$ cat src/lesf_pkg.sv
// Shared widths, register indexes and the result type for the largest empty square finder.
// No dependencies.
package lesf_pkg;

    localparam int SIDE_W      = 11;
    localparam int LEFT_W      = 10;
    localparam int TOP_W       = 10;
    localparam int CFG_DATA_W  = 11;
    localparam int CFG_IDX_W   = 1;

    localparam int DEF_MAX_COLS = 1024;
    localparam int DEF_MAX_ROWS = 1024;

    localparam int RES_Q_DEPTH = 2;
    localparam int RES_Q_PTR_W = 1;
    localparam int RES_Q_CNT_W = 2;

    localparam logic [CFG_IDX_W-1:0] REG_GRID_ROWS = 1'd0;
    localparam logic [CFG_IDX_W-1:0] REG_GRID_COLS = 1'd1;

    typedef struct packed {
        logic [SIDE_W-1:0] side;
        logic [LEFT_W-1:0] left;
        logic [TOP_W-1:0]  top;
    } t_result;

endpackage

$ cat src/lesf_res_q.sv
// Two-entry result queue between the compute stage and the output channel.
// Depends on lesf_pkg.
module lesf_res_q (
    input  logic                                i_clk,
    input  logic                                i_rst_n,
    input  logic                                i_push,
    input  lesf_pkg::t_result                   i_item,
    input  logic                                i_pop,
    output logic                                o_valid,
    output lesf_pkg::t_result                   o_item,
    output logic [lesf_pkg::RES_Q_CNT_W-1:0]    o_count
);

    lesf_pkg::t_result                       r_mem [lesf_pkg::RES_Q_DEPTH];
    logic [lesf_pkg::RES_Q_PTR_W-1:0]        r_wr_ptr;
    logic [lesf_pkg::RES_Q_PTR_W-1:0]        r_rd_ptr;
    logic [lesf_pkg::RES_Q_CNT_W-1:0]        r_count;
    logic [lesf_pkg::RES_Q_CNT_W-1:0]        n_count;

    always_comb begin
        n_count = r_count;
        if (i_push && !i_pop) begin
            n_count = r_count + 1'b1;
        end else if (!i_push && i_pop) begin
            n_count = r_count - 1'b1;
        end
    end

    always_ff @(posedge i_clk) begin
        if (!i_rst_n) begin
            r_wr_ptr <= '0;
            r_rd_ptr <= '0;
            r_count  <= '0;
        end else begin
            r_count <= n_count;
            if (i_push) begin
                r_wr_ptr <= r_wr_ptr + 1'b1;
            end
            if (i_pop) begin
                r_rd_ptr <= r_rd_ptr + 1'b1;
            end
        end
    end

    always_ff @(posedge i_clk) begin
        if (i_push) begin
            r_mem[r_wr_ptr] <= i_item;
        end
    end

    assign o_valid = (r_count != '0);
    assign o_item  = r_mem[r_rd_ptr];
    assign o_count = r_count;

endmodule

$ cat config.mk
export PLATFORM = sky130hd
export DESIGN_NAME = lesf_res_q
export DESIGN_NICKNAME = d
export VERILOG_FILES = /design/src/lesf_pkg.sv /design/src/lesf_res_q.sv
export SDC_FILE = /design/constraint.sdc
export NUM_CORES = 1
export LEC_CHECK = 0
export ABC_AREA = 1
export BUFFER_PORTS_ARGS = -buffer_cell sky130_fd_sc_hd__clkbuf_2
export CAP_MARGIN = 5
export CORE_MARGIN = 8
export CORE_UTILIZATION = 50
export DETAILED_ROUTE_END_ITERATION = 8
export PLACE_DENSITY = 0.77
export SYNTH_ARGS = -nofsm -noshare
export SYNTH_HDL_FRONTEND = slang
export SYNTH_SLANG_ARGS = --single-unit
$ cat constraint.sdc
create_clock -name i_clk -period 2.5 [get_ports i_clk]
set_input_delay 0.5 -clock i_clk [delete_from_list [all_inputs] [get_ports i_clk]]
set_output_delay 0.5 -clock i_clk [all_outputs]
set_load 0.03 [all_outputs]
==> summary.txt <==
Clock network
  – Root Driver: clkbuf_8
  – Post-CTS Resized: 0
  – CTS tree: yes
  – Clk_lat worst skew: 330 ps
  – CTS clk-pin slew, worst paths: about 70 ps
  – Inserted Clock Buffers: 9
  – CTS Sinks: 67
  – H-tree Lvls: 3
  – Postcts setup bufs: 0
  – Hold buffers post-CTS: 0
  – Max Buffers Root-to-Sink: 2

Synthesis
  – Cell taking the most area after synthesis: edfxtp_1
  – Post-synthesis instance total: 130
  – Synth top area share: 75.4%
  – Largest family of logic cells by synthesized area: multiplexers
  – Complex-gate fraction of the synthesized area: 0.405%
  – Mapped Area: roughly 0.0025 sq mm
  – Post-synthesis adder-cell area fraction: 0.507%
  – Syn Nets: 166
  – Post-synthesis simple-gate area fraction: between 2 and 3%
  – Post-synthesis xor/xnor area fraction: 0%
  – Yosys warns: 0
  – Mux cell area share after synthesis: between 10% and 20%
  – FF+latch count, synth: between 60 and 70
  – Sequential area share after synthesis: 79.5%
  – Avg Cell Area, Syn: 19.0 sq um
  – Synth cell types: 12
  – Area contributors post-synth: edfxtp_1 (75%), mux2_2 (14%), dfxtp_1 (4.1%)

Final layout
  – Final core utilization: 64.6%
  – Final instance count without filler cells: 283
  – Fillers: roughly 380
  – Nets@finish: 247
  – Antenna diode count: 0
  – Synth-to-layout area growth: 24.3%
  – Design Area, Final: just over 0.003 sq mm
  – Layout cells sized above 1: between 50% and 60%

Power
  – Pwr per Cell Area: 764 mW/mm^2
  – Pint: 1.76 mW
  – Net Sw Frac: between 20% and 30%
  – Tot Pwr: 2.34 mW
  – Logic pwr share: 13.8%
  – Switching pwr: 0.586 mW
  – VDD IR max: 0.568 mV
  – Leak: 1.23 nW
  – Seq pwr share: 55.9%
  – Clock power share: a little under a third

Detailed routing
  – Total wire length: about 4.4 mm
  – Final antenna-violating net count: 0
  – Vias per inst: 4.73
  – Via count of the routed design: 1340
  – DRC: 0
  – Drt first pass iters: 4
  – Drt wl/cell: 15.6 microns
  – Iteration-0 DRC Markers: 67

Global routing
  – Global-route wire length before repair: approximately 6.9 mm
  – Initial antenna violation count: 0
  – Vias in the first global route: 1436
  – Largest net degree at the start of global routing: 21
  – Grt total ovfl: 0
  – Total global-route track usage: between 10% and 20%

Placed design
  – Place WS: 812 ps
  – DP Cell Count: 267
  – Dpl hpwl: 3.20 mm
  – Placed cell areas: 0.00292 sq mm
  – RePlAce Congestion: between 0.6 and 0.7
  – # port buffers: between 60 and 70

Worst setup path
  – Worst r2r src: r_wr_ptr
  – Critical path class: reg2out
  – R2R setup slack: roughly 1300 ps
  – Cell count along the critical path: 3
  – Slowest-stage cell, CP: mux2_2
  – Buf/Inv on CP: 2
  – Worst Path Required: 2000 ps
  – Delay of the slowest critical-path stage: 380 ps
  – Setup crit end: o_item[17]
  – Worst-path cell chain: buf_4 -> mux2_2 -> clkbuf_2
  – Reg2Reg Depth: 2
  – Top delay family on crit path: buffers and inverters
  – Reg2reg end: r_mem[0][30]
  – Crit path max fanout: 20
  – Type of origin of the critical path: flip-flop
  – WP data arrival: between 1500 and 2000 ps
  – Worst Setup End Kind: primary output

Die
  – Die Wd: around 86 microns
  – Die footprint: 0.00744 sq mm
  – Num ports: 69
  – Effective utilization at floorplan: 51.9%
  – Die height: 86.3 microns
  – Cell Rows: 25
  – Core area: 0.00475 sq mm

Timing
  – Min Tclk post-route: ~2000 ps
  – Final hold slack: 358 ps
  – Rel. slew slack: 71.2%
  – Final setup violation count: 0
  – Final Cycle Share: between 80 and 90%
  – RSZ-0062 raised after global routing: false
  – Hold Violations, Final: 0
  – Skew final: 5.45 ps
  – Worst-margin pin slew: 432 ps
  – Fin. max-slew vios: 0
  – TNS Setup: 0 ps
  – Max frequency: roughly 0.50 GHz
  – Post-route setup slack: 492 ps

Run status
  – Status: finished clean

Job
  – Max cap viols: 0

Min path
  – HP Class: in2reg
-- metal layers --
metal | share of wire [%] | vias to the layer above | GRT usage (%)
li1 | - | 647 | -
met1 | 41 | 647 | 13.5
met2 | 51 | 39 | 20.6
met3 | 7.4 | 7 | 6.43
met4 | 1.2 | 0 | 4.69
met5 | 0 | - | 0
-- cell families (layout without fill, tap and decap cells) --
family,after synthesis,count (layout)
DFF,67,67
muxes,31,31
and+or+nand+nor,18,18
buffers and inverters,11,97
AOI/OAI and AO/OA,2,2
adders and majority gates,1,1
-- cells in the final DEF, fill, tap and decap left out --
cell | netlist | final
a21oi_1 | 1 | 1
clkinv_2 | 0 | 2
nor2_1 | 7 | 6
o21ai_0 | 1 | 1
clkinv_1 | 0 | 2
inv_1 | 8 | 8
mux2_2 | 31 | 31
nand2_1 | 9 | 9
nand4_1 | 1 | 1
clkbuf_1 | 0 | 3
clkbuf_8 | 0 | 9
nor2_4 | 0 | 1
buf_12 | 0 | 1
clkbuf_2 | 0 | 68
nand3_1 | 1 | 1
dfxtp_1 | 5 | 5
edfxtp_1 | 62 | 62
ha_1 | 1 | 1
buf_4 | 0 | 4
-- Yosys cell counts, drive strengths merged --
library cell / count
nand2: 9
ha: 1
nand4: 1
a21oi: 1
inv: 8
dfxtp: 5
o21ai: 1
mux2: 31
nand3: 1
nor2: 7
edfxtp: 62
buf: 3
-- state kept, by name (all words and copies together), names as in the netlist, named ones only --
register	flops
r_rd_ptr	1
r_mem	62
o_count	2
r_wr_ptr	1
-- cell type report --
cell class                 instances  area [sq um]  area share [%]
clock inverter                     4          17.5           0.571
sequential                        67          1960            63.9
inverter                           8          30.0           0.978
timing repair buffer              73           390            12.7
multi-input combinational         52           450            14.7
clock buffer                      12           135            4.40
tap                               67          83.8            2.73
-- worst min-delay path by stage --
stage                     cells past startpoint       from          end  slack, ps
after global routing                          1  i_item[3]  r_mem[0][3]        340
after detailed placement                      2   r_rd_ptr    flip-flop        480
after global placement                        2   r_rd_ptr     r_rd_ptr        480
final                                         1  i_item[3]  r_mem[0][3]        360
after CTS                                     1  i_item[3]  r_mem[0][3]        350
after floorplan                               2   r_rd_ptr    flip-flop        460
-- power by group through the flow --
| stage | Clock, mW | Combinational, mW | Sequential, mW |
|---|---|---|---|
| after floorplan | 0 | 0.211 | 1.34 |
| after global placement | 0 | 0.324 | 1.33 |
| after detailed placement | 0 | 0.329 | 1.33 |
| after CTS | 0.726 | 0.330 | 1.31 |
| after global routing | 0.786 | 0.346 | 1.31 |
| final | 0.711 | 0.323 | 1.31 |
Power figures use the tool's default switching activity.
